$ cat src/sv/opae_pkg.sv
// Shared types and codes of the ordered pointer array engine.
package opae_pkg;

    localparam int CMD_W = 4;
    localparam int VALUE_W = 32;
    localparam int INDEX_W = 7;
    localparam int COUNT_W = 7;
    localparam int STATUS_W = 3;

    typedef enum logic [CMD_W-1:0] {
        CMD_APPEND       = 4'd0,
        CMD_PREPEND      = 4'd1,
        CMD_INSERT_AT    = 4'd2,
        CMD_REMOVE_VALUE = 4'd3,
        CMD_REMOVE_AT    = 4'd4,
        CMD_READ         = 4'd5,
        CMD_POP_FRONT    = 4'd6,
        CMD_POP_BACK     = 4'd7,
        CMD_LENGTH       = 4'd8
    } cmd_t;

    typedef enum logic [STATUS_W-1:0] {
        ST_OK     = 3'd0,
        ST_FULL   = 3'd1,
        ST_RANGE  = 3'd2,
        ST_EMPTY  = 3'd3,
        ST_ABSENT = 3'd4
    } status_t;

    // APB register map: register index is paddr / 4
    localparam int PADDR_W = 3;
    localparam logic REG_DESTROY_ENABLED = 1'b0;

endpackage

$ cat src/sv/opae_if.sv
// Command and response channel interfaces.
interface opae_cmd_if
    import opae_pkg::*;
();
    logic                 valid;
    logic                 ready;
    logic [CMD_W-1:0]     cmd;
    logic [VALUE_W-1:0]   value;
    logic [INDEX_W-1:0]   index;
    logic                 free_request;

    modport source (output valid, cmd, value, index, free_request, input ready);
    modport sink (input valid, cmd, value, index, free_request, output ready);
endinterface

interface opae_rsp_if
    import opae_pkg::*;
();
    logic                 valid;
    logic                 ready;
    logic [VALUE_W-1:0]   result_value;
    logic [COUNT_W-1:0]   entry_count;
    logic [STATUS_W-1:0]  status;
    logic                 release_res;

    modport source (output valid, result_value, entry_count, status, release_res,
                    input ready);
    modport sink (input valid, result_value, entry_count, status, release_res,
                  output ready);
endinterface

$ cat src/sv/opae_ram.sv
// Generic simple dual-port RAM, one write and one registered read port.
module opae_ram #(
    parameter int WIDTH = 32,
    parameter int DEPTH = 64
) (
    input  logic                     clk,
    input  logic                     we,
    input  logic [$clog2(DEPTH)-1:0] waddr,
    input  logic [WIDTH-1:0]         wdata,
    input  logic                     re,
    input  logic [$clog2(DEPTH)-1:0] raddr,
    output logic [WIDTH-1:0]         rdata
);
    logic [WIDTH-1:0] mem [DEPTH];

    always_ff @(posedge clk)
    begin
        if (we)
        begin
            mem[waddr] <= wdata;
        end
        if (re)
        begin
            rdata <= mem[raddr];
        end
    end
endmodule

$ cat src/sv/ordered_pointer_array_engine_core.sv
// Top level of the ordered pointer array engine: sequencer around one entry RAM.
//
//  channel  | dir | handshake       | payload
//  ---------+-----+-----------------+------------------------------------------
//  cmd_ch   | in  | valid/ready     | cmd, value, index, free_request
//  rsp_ch   | out | valid/ready     | result_value, entry_count, status,
//           |     |                 | release_res
//  apb      | in  | psel/penable    | paddr, pwdata, pwrite -> prdata (pready=1)
//
// Transaction flow: length, refusals and unused codes go from idle straight to S_FIN;
//   read passes through S_RD; insert walks down from the last entry to pos (no walk
//   when pos = count), then stores; remove_at / pops walk up from pos to the last entry;
//   remove_value scans up from entry 0 and, on a match, runs straight into the shift.
// The entry RAM moves one entry per cycle (one read, one write) during a walk. One
// transaction is in flight; a finished response waits in the output register, and a
// new command is taken as soon as the sequencer is idle.
// rst_n clears control state only; the RAM holds no reset value and only
// entries below the count are ever read.
module ordered_pointer_array_engine_core
    import opae_pkg::*;
#(
    parameter int CAPACITY   = 64,
    parameter int DATA_WIDTH = 32
) (
    input  logic               clk,
    input  logic               rst_n,
    opae_cmd_if.sink           cmd_ch,
    opae_rsp_if.source         rsp_ch,
    input  logic               psel,
    input  logic               penable,
    input  logic               pwrite,
    input  logic [PADDR_W-1:0] paddr,
    input  logic [31:0]        pwdata,
    output logic [31:0]        prdata,
    output logic               pready
);
    localparam int AW = $clog2(CAPACITY);
    localparam int CW = $clog2(CAPACITY + 1);
    localparam int IW = (CW > INDEX_W) ? CW : INDEX_W;

    // One-hot sequencer states
    typedef enum logic [5:0] {
        S_IDLE = 6'b000001,
        S_SCAN = 6'b000010,   // search for a value
        S_DN   = 6'b000100,   // remove: shift later entries down
        S_UP   = 6'b001000,   // insert: shift entries up, then store
        S_RD   = 6'b010000,   // single read
        S_FIN  = 6'b100000    // hand result to the output register
    } state_t;

    state_t                state_reg, state_next;
    logic [CW-1:0]         count_reg, count_next;
    logic                  destroy_reg;
    logic [DATA_WIDTH-1:0] word_reg, word_next;
    logic [AW-1:0]         pos_reg, pos_next;
    logic [AW-1:0]         ptr_reg, ptr_next;
    logic                  done_reg, done_next;     // all reads of the walk issued
    logic                  rvalid_reg;              // RAM data valid this cycle
    logic [AW-1:0]         raddr_reg;               // address of that data
    logic [DATA_WIDTH-1:0] res_reg, res_next;
    status_t               status_reg, status_next;
    logic                  rel_reg, rel_next;

    // Output register
    logic                  ovalid_reg;
    logic [VALUE_W-1:0]    oval_reg;
    logic [COUNT_W-1:0]    ocnt_reg;
    status_t               ostat_reg;
    logic                  orel_reg;

    // RAM ports
    logic                  rd_en;
    logic [AW-1:0]         rd_addr;
    logic                  wr_en;
    logic [AW-1:0]         wr_addr;
    logic [DATA_WIDTH-1:0] wr_data;
    logic [DATA_WIDTH-1:0] rdata;

    logic                     accept;
    logic                     load_out;
    logic [IW-1:0]            cnt_ext;
    logic [IW-1:0]            idx_ext;
    logic [IW-1:0]            ins_pos;
    logic [AW-1:0]            last_addr;
    logic                     full;
    logic [DATA_WIDTH+31:0]   in_word_ext;
    logic [DATA_WIDTH+31:0]   res_ext;

    opae_ram #(
        .WIDTH (DATA_WIDTH),
        .DEPTH (CAPACITY)
    ) u_entries (
        .clk   (clk),
        .we    (wr_en),
        .waddr (wr_addr),
        .wdata (wr_data),
        .re    (rd_en),
        .raddr (rd_addr),
        .rdata (rdata)
    );

    // ---------------- configuration port ----------------
    assign pready = 1'b1;

    always_comb
    begin
        prdata = 32'd0;
        if (paddr[2] == REG_DESTROY_ENABLED)
        begin
            prdata = {31'd0, destroy_reg};
        end
    end

    always_ff @(posedge clk or negedge rst_n)
    begin
        if (!rst_n)
        begin
            destroy_reg <= 1'b0;
        end
        else if (psel && penable && pwrite && pready && (paddr[2] == REG_DESTROY_ENABLED))
        begin
            destroy_reg <= pwdata[0];
        end
    end

    // ---------------- command decode helpers ----------------
    assign accept      = cmd_ch.valid && cmd_ch.ready;
    assign cmd_ch.ready = (state_reg == S_IDLE);
    assign cnt_ext     = IW'(count_reg);
    assign idx_ext     = IW'(cmd_ch.index);
    assign full        = (count_reg == CW'(CAPACITY));
    assign last_addr   = AW'(count_reg - 1'b1);
    // Inserted and searched words are cut to DATA_WIDTH bits
    assign in_word_ext = {{DATA_WIDTH{1'b0}}, cmd_ch.value};

    always_comb
    begin
        priority if (cmd_ch.cmd == CMD_APPEND)
        begin
            ins_pos = cnt_ext;
        end
        else if (cmd_ch.cmd == CMD_PREPEND)
        begin
            ins_pos = '0;
        end
        else
        begin
            ins_pos = idx_ext;
        end
    end

    // Output register can take a new result when empty or being drained
    assign load_out = (state_reg == S_FIN) && (!ovalid_reg || rsp_ch.ready);

    // ---------------- sequencer ----------------
    always_comb
    begin
        state_next  = state_reg;
        count_next  = count_reg;
        word_next   = word_reg;
        pos_next    = pos_reg;
        ptr_next    = ptr_reg;
        done_next   = done_reg;
        res_next    = res_reg;
        status_next = status_reg;
        rel_next    = rel_reg;
        rd_en       = 1'b0;
        rd_addr     = ptr_reg;
        wr_en       = 1'b0;
        wr_addr     = pos_reg;
        wr_data     = word_reg;

        unique case (state_reg)
            S_IDLE:
            begin
                if (accept)
                begin
                    word_next   = in_word_ext[DATA_WIDTH-1:0];
                    res_next    = '0;
                    status_next = ST_OK;
                    rel_next    = 1'b0;
                    state_next  = S_FIN;
                    unique case (cmd_ch.cmd)
                        CMD_APPEND, CMD_PREPEND, CMD_INSERT_AT:
                        begin
                            // range test wins over the full test
                            priority if (ins_pos > cnt_ext)
                            begin
                                status_next = ST_RANGE;
                            end
                            else if (full)
                            begin
                                status_next = ST_FULL;
                            end
                            else
                            begin
                                pos_next   = AW'(ins_pos);
                                ptr_next   = last_addr;
                                done_next  = (ins_pos == cnt_ext);
                                state_next = S_UP;
                            end
                        end
                        CMD_REMOVE_VALUE:
                        begin
                            if (count_reg == '0)
                            begin
                                status_next = ST_EMPTY;
                            end
                            else
                            begin
                                ptr_next   = '0;
                                done_next  = 1'b0;
                                rel_next   = cmd_ch.free_request && destroy_reg;
                                state_next = S_SCAN;
                            end
                        end
                        CMD_REMOVE_AT:
                        begin
                            priority if (count_reg == '0)
                            begin
                                status_next = ST_EMPTY;
                            end
                            else if (idx_ext >= cnt_ext)
                            begin
                                status_next = ST_RANGE;
                            end
                            else
                            begin
                                pos_next   = AW'(cmd_ch.index);
                                ptr_next   = AW'(cmd_ch.index);
                                done_next  = 1'b0;
                                rel_next   = cmd_ch.free_request && destroy_reg;
                                state_next = S_DN;
                            end
                        end
                        CMD_READ:
                        begin
                            if (idx_ext >= cnt_ext)
                            begin
                                status_next = ST_RANGE;
                            end
                            else
                            begin
                                rd_en      = 1'b1;
                                rd_addr    = AW'(cmd_ch.index);
                                state_next = S_RD;
                            end
                        end
                        CMD_POP_FRONT, CMD_POP_BACK:
                        begin
                            if (count_reg == '0)
                            begin
                                status_next = ST_EMPTY;
                            end
                            else
                            begin
                                pos_next   = (cmd_ch.cmd == CMD_POP_FRONT) ? '0 : last_addr;
                                ptr_next   = (cmd_ch.cmd == CMD_POP_FRONT) ? '0 : last_addr;
                                done_next  = 1'b0;
                                state_next = S_DN;
                            end
                        end
                        default:
                        begin
                            // length and unused codes: answer with the count only
                            status_next = ST_OK;
                        end
                    endcase
                end
            end

            S_SCAN, S_DN:
            begin
                // ascending read walk up to the last entry
                if (!done_reg)
                begin
                    rd_en   = 1'b1;
                    rd_addr = ptr_reg;
                    if (ptr_reg == last_addr)
                    begin
                        done_next = 1'b1;
                    end
                    else
                    begin
                        ptr_next = AW'(ptr_reg + 1'b1);
                    end
                end

                if (state_reg == S_SCAN)
                begin
                    if (rvalid_reg && (rdata == word_reg))
                    begin
                        // first match: reads already in flight feed the shift
                        res_next   = rdata;
                        pos_next   = raddr_reg;
                        state_next = S_DN;
                    end
                    else if (done_reg && !rvalid_reg)
                    begin
                        status_next = ST_ABSENT;
                        rel_next    = 1'b0;
                        state_next  = S_FIN;
                    end
                end
                else
                begin
                    if (rvalid_reg)
                    begin
                        if (raddr_reg == pos_reg)
                        begin
                            res_next = rdata;
                        end
                        else
                        begin
                            wr_en   = 1'b1;
                            wr_addr = AW'(raddr_reg - 1'b1);
                            wr_data = rdata;
                        end
                    end
                    if (done_reg && !rvalid_reg)
                    begin
                        count_next = CW'(count_reg - 1'b1);
                        state_next = S_FIN;
                    end
                end
            end

            S_UP:
            begin
                // descending read walk from the last entry down to pos
                if (!done_reg)
                begin
                    rd_en   = 1'b1;
                    rd_addr = ptr_reg;
                    if (ptr_reg == pos_reg)
                    begin
                        done_next = 1'b1;
                    end
                    else
                    begin
                        ptr_next = AW'(ptr_reg - 1'b1);
                    end
                end
                if (rvalid_reg)
                begin
                    wr_en   = 1'b1;
                    wr_addr = AW'(raddr_reg + 1'b1);
                    wr_data = rdata;
                end
                else if (done_reg)
                begin
                    wr_en      = 1'b1;
                    wr_addr    = pos_reg;
                    wr_data    = word_reg;
                    count_next = CW'(count_reg + 1'b1);
                    state_next = S_FIN;
                end
            end

            S_RD:
            begin
                res_next   = rdata;
                state_next = S_FIN;
            end

            S_FIN:
            begin
                if (load_out)
                begin
                    state_next = S_IDLE;
                end
            end

            default:
            begin
                state_next = S_IDLE;
            end
        endcase
    end

    always_ff @(posedge clk or negedge rst_n)
    begin
        if (!rst_n)
        begin
            state_reg  <= S_IDLE;
            count_reg  <= '0;
            done_reg   <= 1'b1;
            rvalid_reg <= 1'b0;
        end
        else
        begin
            state_reg  <= state_next;
            count_reg  <= count_next;
            done_reg   <= done_next;
            rvalid_reg <= rd_en;
        end
    end

    // Working payload, no reset needed
    always_ff @(posedge clk)
    begin
        word_reg   <= word_next;
        pos_reg    <= pos_next;
        ptr_reg    <= ptr_next;
        raddr_reg  <= rd_addr;
        res_reg    <= res_next;
        status_reg <= status_next;
        rel_reg    <= rel_next;
    end

    // ---------------- response output register ----------------
    assign res_ext = {32'd0, res_reg};

    always_ff @(posedge clk or negedge rst_n)
    begin
        if (!rst_n)
        begin
            ovalid_reg <= 1'b0;
        end
        else if (load_out)
        begin
            ovalid_reg <= 1'b1;
        end
        else if (rsp_ch.ready)
        begin
            ovalid_reg <= 1'b0;
        end
    end

    always_ff @(posedge clk)
    begin
        if (load_out)
        begin
            oval_reg  <= res_ext[VALUE_W-1:0];
            ocnt_reg  <= COUNT_W'(count_reg);
            ostat_reg <= status_reg;
            orel_reg  <= rel_reg;
        end
    end

    assign rsp_ch.valid        = ovalid_reg;
    assign rsp_ch.result_value = oval_reg;
    assign rsp_ch.entry_count  = ocnt_reg;
    assign rsp_ch.status       = ostat_reg;
    assign rsp_ch.release_res  = orel_reg;

endmodule

$ cat src/flat_wrapper.sv
// flat-port wrapper written by rule: the top's interface ports become plain ports
module ordered_pointer_array_engine_core_flat import opae_pkg::*;
#(
    parameter int CAPACITY   = 64,
    parameter int DATA_WIDTH = 32
)
  (clk, rst_n, psel, penable, pwrite, paddr, pwdata, prdata, pready, cmd_ch_valid, cmd_ch_cmd, cmd_ch_value, cmd_ch_index, cmd_ch_free_request, cmd_ch_ready, rsp_ch_valid, rsp_ch_result_value, rsp_ch_entry_count, rsp_ch_status, rsp_ch_release_res, rsp_ch_ready);
  opae_cmd_if cmd_ch_i ();
  opae_rsp_if rsp_ch_i ();
  input  logic clk;
  input  logic rst_n;
  input  logic psel;
  input  logic penable;
  input  logic pwrite;
  input  logic [PADDR_W-1:0] paddr;
  input  logic [31:0] pwdata;
  output logic [31:0] prdata;
  output logic pready;
  input wire logic [$bits(cmd_ch_i.valid)-1:0] cmd_ch_valid;
  input wire logic [$bits(cmd_ch_i.cmd)-1:0] cmd_ch_cmd;
  input wire logic [$bits(cmd_ch_i.value)-1:0] cmd_ch_value;
  input wire logic [$bits(cmd_ch_i.index)-1:0] cmd_ch_index;
  input wire logic [$bits(cmd_ch_i.free_request)-1:0] cmd_ch_free_request;
  output wire logic [$bits(cmd_ch_i.ready)-1:0] cmd_ch_ready;
  output wire logic [$bits(rsp_ch_i.valid)-1:0] rsp_ch_valid;
  output wire logic [$bits(rsp_ch_i.result_value)-1:0] rsp_ch_result_value;
  output wire logic [$bits(rsp_ch_i.entry_count)-1:0] rsp_ch_entry_count;
  output wire logic [$bits(rsp_ch_i.status)-1:0] rsp_ch_status;
  output wire logic [$bits(rsp_ch_i.release_res)-1:0] rsp_ch_release_res;
  input wire logic [$bits(rsp_ch_i.ready)-1:0] rsp_ch_ready;
  assign cmd_ch_i.valid = cmd_ch_valid;
  assign cmd_ch_i.cmd = cmd_ch_cmd;
  assign cmd_ch_i.value = cmd_ch_value;
  assign cmd_ch_i.index = cmd_ch_index;
  assign cmd_ch_i.free_request = cmd_ch_free_request;
  assign cmd_ch_ready = cmd_ch_i.ready;
  assign rsp_ch_valid = rsp_ch_i.valid;
  assign rsp_ch_result_value = rsp_ch_i.result_value;
  assign rsp_ch_entry_count = rsp_ch_i.entry_count;
  assign rsp_ch_status = rsp_ch_i.status;
  assign rsp_ch_release_res = rsp_ch_i.release_res;
  assign rsp_ch_i.ready = rsp_ch_ready;
  ordered_pointer_array_engine_core #(.CAPACITY(CAPACITY), .DATA_WIDTH(DATA_WIDTH)) u_core (.clk(clk), .rst_n(rst_n), .cmd_ch(cmd_ch_i), .rsp_ch(rsp_ch_i), .psel(psel), .penable(penable), .pwrite(pwrite), .paddr(paddr), .pwdata(pwdata), .prdata(prdata), .pready(pready));
endmodule
$ cat config.mk
export PLATFORM = sky130hd
export DESIGN_NAME = ordered_pointer_array_engine_core_flat
export DESIGN_NICKNAME = d
export VERILOG_FILES = /design/src/sv/opae_pkg.sv /design/src/sv/opae_if.sv /design/src/sv/opae_ram.sv /design/src/sv/ordered_pointer_array_engine_core.sv /design/src/flat_wrapper.sv
export SDC_FILE = /design/constraint.sdc
export NUM_CORES = 2
export LEC_CHECK = 0
export ABC_AREA = 1
export BUFFER_PORTS_ARGS = -buffer_cell sky130_fd_sc_hd__buf_2
export CAP_MARGIN = 5
export CELL_PAD_IN_SITES_DETAIL_PLACEMENT = 1
export CELL_PAD_IN_SITES_GLOBAL_PLACEMENT = 1
export CORE_ASPECT_RATIO = 0.8
export CORE_UTILIZATION = 48
export CTS_BUF_LIST = sky130_fd_sc_hd__clkbuf_2
export CTS_CLUSTER_SIZE = 40
export DETAILED_ROUTE_END_ITERATION = 6
export PLACE_DENSITY_LB_ADDON = 0.1
export REMOVE_ABC_BUFFERS = 1
export SLEW_MARGIN = 20
export SYNTH_ARGS = -nofsm -noshare
export SYNTH_HDL_FRONTEND = slang
export SYNTH_SLANG_ARGS = --single-unit
$ cat constraint.sdc
create_clock -name clk -period 4.55 [get_ports clk]
set_clock_uncertainty 0.15 [all_clocks]
set_input_delay 0.2275 -clock clk [delete_from_list [all_inputs] [get_ports clk]]
set_output_delay 0.2275 -clock clk [all_outputs]
set_load 0.01 [all_outputs]
### After elaboration in Yosys (flattened, before gate mapping)

Memories as Yosys holds them, arrays and structs flattened. A register that Yosys moved wholly into a read port is not among the register bits.
Index checks and enable logic that the tools add are counted.

| word-level totals | value |
|---|---|
| memory bits (writable) | 2048 |
| memories kept | 1 |
| register bits after elaboration | 146 |
| word-level logic and storage cells | 216 |
| output and inout port bits | 78 |
| input bits | 86 |

Memories:

| memory | depth | width | rd ports | clocked after Yosys merged registers in | write ports | RTL line | RTL |
|---|---|---|---|---|---|---|---|
| u_core.u_entries.mem | 64 | 32 | 1 | 1 | 1 | opae_ram.sv:14 | `logic [WIDTH-1:0] mem [DEPTH];` |

| cells by class | value |
|---|---|
| bitwise logic cells | 1 |
| mux-type cells | 113 |
| reductions and logical operators | 31 |
| magnitude comparators | 2 |
| add/sub/neg operators | 6 |
| equal/unequal tests | 45 |

Operator list:

| kind | count |
|---|---|
| $mux W32 | 9 |
| $mux W6 | 40 |
| $pmux W32 S3 | 1 |
| $pmux W32 S2 | 1 |
| $pmux W6 S5 | 2 |
| $mux W7 | 6 |
| $pmux W6 S3 | 2 |
| $eq A32 B32 Y1 | 1 |
| $mux W1 | 32 |
| $ne A3 B3 Y1 const B | 8 |
| $pmux W6 S2 | 2 |
| $pmux W6 S4 | 1 |
| $eq A6 B6 Y1 | 3 |
| $mux W3 | 6 |
| $eq A4 B3 Y1 const B | 4 |
| $ne A2 B2 Y1 const B | 8 |
| $reduce_and A5 Y1 | 3 |
| $pmux W7 S2 | 1 |
| $add A6 B1 Y6 const B | 2 |
| $pmux W3 S4 | 1 |
| $reduce_and A12 Y1 | 1 |
| $sub A6 B1 Y6 const B | 2 |
| $ne A2 B1 Y1 const B | 5 |
| $reduce_and A10 Y1 | 1 |
| other kinds (34) | 56 |

### Depth between registers and ports, before layout

| depth | value |
|---|---|
| depth in word-level cells | 9 |
| gate-level depth with buffers | 20 |
| depth with buffers taken out | 19 |

### Modules after synthesis

A second synthesis with hierarchy kept.

| unflattened totals | value |
|---|---|
| cell total of the unflattened synthesis | 7814 |
| area, all modules | 91946.9 um^2 |

By module, submodules not included:

| module | times used | area an instance (um^2) | sequential area each (um^2) | cells an instance |
|---|---|---|---|---|
| opae_ram | 1 | 83106.0 | 62459.9 | 6785 |
| ordered_pointer_array_engine_core | 1 | 8841.0 | 4241.6 | 1029 |

### Worst setup path after synthesis

No wires, ideal clock.

| path | value |
|---|---|
| kind | reg-to-reg |
| from | reg u_core.pos_reg[5] |
| to | mem u_core.u_entries.mem[0][4], data pin |
| arrival | 4.093 ns |
| data required time | 3.698 ns |
| stages on the path, launching flop included | 10 |
| setup time | 0.702 ns |
| buffers on the path | 1 |
| clock period less this slack | 4.945 ns |
| slack | -0.395 ns |
| cells stage by stage | edfxtp_1 -> or2_2 -> a21oi_1 -> nand2_1 -> nand3_2 -> nor2_2 -> inv_2 -> nand2_2 -> clkbuf_1 -> o21ai_0 |

| on the way | value |
|---|---|
| longest elaborated chain between the ends | 5 |

RTL lines:

| element | RTL line | RTL |
|---|---|---|
| start, declared | ordered_pointer_array_engine_core.sv:55 | `logic [AW-1:0] pos_reg, pos_next;` |
| start signal, assigned | ordered_pointer_array_engine_core.sv:403 | `pos_reg <= pos_next;` |
| $eq A6 B6 Y1 | ordered_pointer_array_engine_core.sv:309 | `if (raddr_reg == pos_reg)` |
| $mux W32 | ordered_pointer_array_engine_core.sv:309 |  |
| $mux W32 | ordered_pointer_array_engine_core.sv:307 | `if (rvalid_reg)` |
| $mux W32 | ordered_pointer_array_engine_core.sv:289 | `if (state_reg == S_SCAN)` |
| $pmux W32 S2 | ordered_pointer_array_engine_core.sv:173 | `unique case (state_reg)` |
| named net u_core.u_entries.wdata[4] | opae_ram.sv:9 | `input logic [WIDTH-1:0] wdata,` |
| end, declared | opae_ram.sv:14 |  |

The timed path passes the listed nets, and every way through them passes these cells.

### Worst setup path in the final report

| path | value |
|---|---|
| from | reg u_core.count_reg[6] (netlist: u_core.cnt_ext[6]) |
| to | reg u_core.u_entries.rdata[25] (read register of u_core.u_entries.mem), data pin |

| on the way | value |
|---|---|
| longest elaborated chain between the ends | 5 |
| elaborated cells on any way between the ends | 9 |
| those cells by class | order compare: 1; mux: 8 |

RTL lines:

| element | RTL line | RTL |
|---|---|---|
| start, declared | ordered_pointer_array_engine_core.sv:52 | `logic [CW-1:0] count_reg, count_next;` |
| start signal, assigned | ordered_pointer_array_engine_core.sv:393 | `count_reg <= count_next;` |
| $ge A7 B7 Y1 (*) | ordered_pointer_array_engine_core.sv:238 | `if (idx_ext >= cnt_ext)` |
| $mux W1 / $mux W6 (equally long branches) | ordered_pointer_array_engine_core.sv:238 |  |
| $mux W1 / $mux W6 (equally long branches) | ordered_pointer_array_engine_core.sv:183 | `unique case (cmd_ch.cmd)` |
| $mux W1 / $mux W6 (equally long branches) | ordered_pointer_array_engine_core.sv:176 | `if (accept)` |
| $pmux W1 S2 / $mux W6 (equally long branches) | n/a |  |
| end, declared | opae_ram.sv:12 | `output logic [WIDTH-1:0] rdata` |

Every way passes the cells marked *; elsewhere a longest branch is shown, timed or not.
A chain may end at the register's enable or synchronous reset.

==> results.toml <==
[synthesis]
ys_async_sr_fraction_pct = 0.764
ys_seq_area_share_pct = 67.2
yosys_warnings = 0
syn_area_per_cell_um2 = 11.1
synthMuxAreaShare_pct = 0
synth_top_area_cell = "edfxtp_1"
synth_seq_cells = 2226
synth_area_leaders = "edfxtp_1 67%, nand3_1 11%, nand3b_1 5.8%"
synth_xor_area_share_pct = 0.300
synth.top_cell.area_share_pct = 66.6
syn_area_mm2 = 0.0993
synth_edf_count = 2203
synth_adder_area_share_pct = 0.297
synth_compound_area_share_pct = 1.17
yosys.area_share.simple_pct = 23.1
syn_inst = 8957
synth_cell_types = 55
ys.flop_type = "edfxtp_1"
synth_top_family_by_area = "simple AND/OR/NAND/NOR gates"

[routing]
drt_iter0_markers = 8719
routed_via_density = 5.93
num_vias = 75200
drtAntennaViolNets = 0
dr.pass1.iters = 7
wire_per_inst_um = 28.1
post-route-drc-count = 2
totalWireLength_um = 356000

[status]
outcome = "complete, but fails checks"
violations = "DRC, setup timing"

[critical_path]
path_max_fanout = 32
start_kind = "flop"
r2r_start = "u_core.cnt_ext[6]"
r2r-end = "u_core.u_entries.rdata[25]"
reg2reg_depth = 16
reg2reg_setup_slack_ps = -80
crit_arrival_ps = 6190
cp.required_ps = 6120
worstSetupPathType = "reg -> reg"
worstSetupEndpointType = "flop"

[power]
vdd_ir_drop_max_v = 0.000361
p_per_area_mw_per_mm2 = 568
p_leak_nw = 45.0
p_total_mw = 64.0

[cts]
htree_levels = 6
clk_latency_ps = 1840
clock_path_buffers = 4
cts_tree = "yes"
path_clk_slew_ps = 100
cts-buffers-inserted = 570
clock-sinks = 2226
root_buffer = "clkbuf_2"

[timing]
hold_viol = 0
rsz0062_at_grt = "true"
slew_headroom_pct = 23.6
fin_ws_ps = -76.3
fin_crit_ps = 4630
timing.fmax_ghz = 0.216
setup_viol = 4
slew_violations = 0
period_share_pct = 102
worst_pin_slew_ps = 1150
hold_slack_ps = 179

[global_route]
overflow = 0
grt_max_degree = 98
grt.total_usage_pct = 33.9
antenna_found_initial = 17
grt_pass1_vias = 77400
grt_pass1_wl_um = 515000

[placed_design]
dpl.cell_count = 11500
gp_congestion = 0.901
hpwl_um = 196000
io_buffers = 98
place_ws_ps = -182

[floorplanning]
coreArea_mm2 = 0.204
die_area_mm2 = 0.209
io_pins = 164
die_h_um = 409
placementRows = 148
start_util_pct = 48.6
die_w_um = 510

[worst_hold_path]
worstHoldPathCells = 7
hold_path.class = "in -> reg"
hold_start = "cmd_ch_index[5]"
holdPathEnd = "u_core.pos_reg[5]"

[final_layout]
largest_register_ffs = 2048
final_nets = 9714
drive_gt1_share_pct = 14.6
largest_register = "u_core.u_entries.mem"
layout_common_cells = "2216 x nand3_1, 2203 x edfxtp_1, 1368 x nand2_1"
layout_commonest_cell = "nand3_1"
finalNonFillerCells = 12700
syn2layout_area_growth_pct = 13.6
fillers = 21900

[job]
cap_violations = 0
## kinds of logic (layout without fill, tap and decap cells)
group / after synthesis / count (layout)
adder cells (fa/ha/maj): 23 / 23
XOR/XNOR: 34 / 34
AO/OA/AOI/OAI: 188 / 188
AND/OR/NAND/NOR: 4566 / 4566
flip-flops: 2226 / 2226
other: 2 / 41
buffers and inverters: 1918 / 2898
## layout make-up
type | instances | area, um^2 | area share (%)
multi-input combinational | 4843 | 25800 | 22.9
clock buffer | 810 | 4050 | 3.60
timing repair buffer | 656 | 7060 | 6.26
inverter | 1308 | 4960 | 4.40
antenna | 9 | 22.5 | 0.0200
sequential | 2226 | 66700 | 59.2
tap | 2700 | 3380 | 3.00
clock inverter | 124 | 801 | 0.710
## worst max-delay path, cell delays in order (launching register included)
cell and delay (ps):
dfrtp_1 420, inv_1 190, ha_1 290, nand2_1 100
nor2_1 60, nand2_1 90, nand3_1 130, nor2_4 260
buf_4 220, dlygate4sd3_1 680, nand3_1 200, o21ai_4 310
inv_2 170, buf_12 240, nand3_1 380, nand3_1 450
nand2_1 170
## per-layer routing
| layer | part of all wire, % | vias up | track usage (%) |
|---|---|---|---|
| met5 | 0.031 | - | 0 |
| met4 | 4.7 | 16 | 15.0 |
| met2 | 45 | 3764 | 51.8 |
| met3 | 9.1 | 808 | 6.72 |
| met1 | 42 | 38200 | 47.1 |
| li1 | - | 32400 | - |
## per-stage QoR
stage	utilization [%]	area (um^2)	setup TNS, ps
2_1_floorplan	-	96500	-2284730
3_3_place_gp	51.7	106000	-147
3_5_place_dp	51.7	106000	-471
4_1_cts	55.1	113000	0
5_1_grt	55.1	113000	-55.6
6_report	55.1	113000	-161
## power by group
part / internal (mW) / switching [mW] / leakage, nW / total [mW]
combinational: 6.83 / 18.5 / 21.1 / 25.4
clock: 5.32 / 8.59 / 3.74 / 13.9
sequential: 24.3 / 0.433 / 20.1 / 24.8
total: 36.5 / 27.6 / 45.0 / 64.0
## Yosys cell counts, types with 2 or more instances
cell      number
xnor2_1        6
ha_1          22
buf_2        252
a211oi_1       6
o31ai_1        2
o21ai_1        2
nor4_1         8
dfstp_2        2
o211ai_1      10
buf_1        109
o221ai_1       9
nand2_4        4
nor2_1       136
nand3b_1     764
nor2_2         5
clkbuf_1     178
inv_1       1297
nand3_1     2224
a31oi_1        3
buf_4         56
conb_1         2
clkinv_1       2
dfrtp_1       15
nor3_1        14
a32oi_1        5
nand2_1     1380
a22oi_1       34
nand4_1       14
o22ai_1       11
buf_6         14
o21ai_0       68
a21oi_1       32
inv_2          8
edfxtp_1    2203
xor2_1        28
nand2_2        2
or2_2          7
dfxtp_1        6
## repair_timing
| action | in CTS | in global routing |
|---|---|---|
| hold buffers | 198 | 1 |
| pin swaps | 0 | 0 |
| gates resized for setup | 2 | 13 |
| setup buffers | 0 | 0 |
| endpoints found under the setup margin | 4 | 31 |
| endpoints found under the hold margin | 267 | 1 |
| cloned | 0 | 0 |
## how the worst max path moves through the flow
stage                      start                          to  slack, ps
2_1_floorplan    cmd_ch_index[0]  u_core.u_entries.rdata[31]     -36290
3_3_place_gp   u_core.cnt_ext[6]  u_core.u_entries.rdata[21]       -120
3_5_place_dp   u_core.cnt_ext[6]  u_core.u_entries.rdata[21]       -180
4_1_cts        u_core.cnt_ext[6]   u_core.u_entries.rdata[1]         20
5_1_grt        u_core.cnt_ext[6]  u_core.u_entries.rdata[21]        -20
6_report       u_core.cnt_ext[6]  u_core.u_entries.rdata[25]        -80
(Power assumes the default switching activity.)
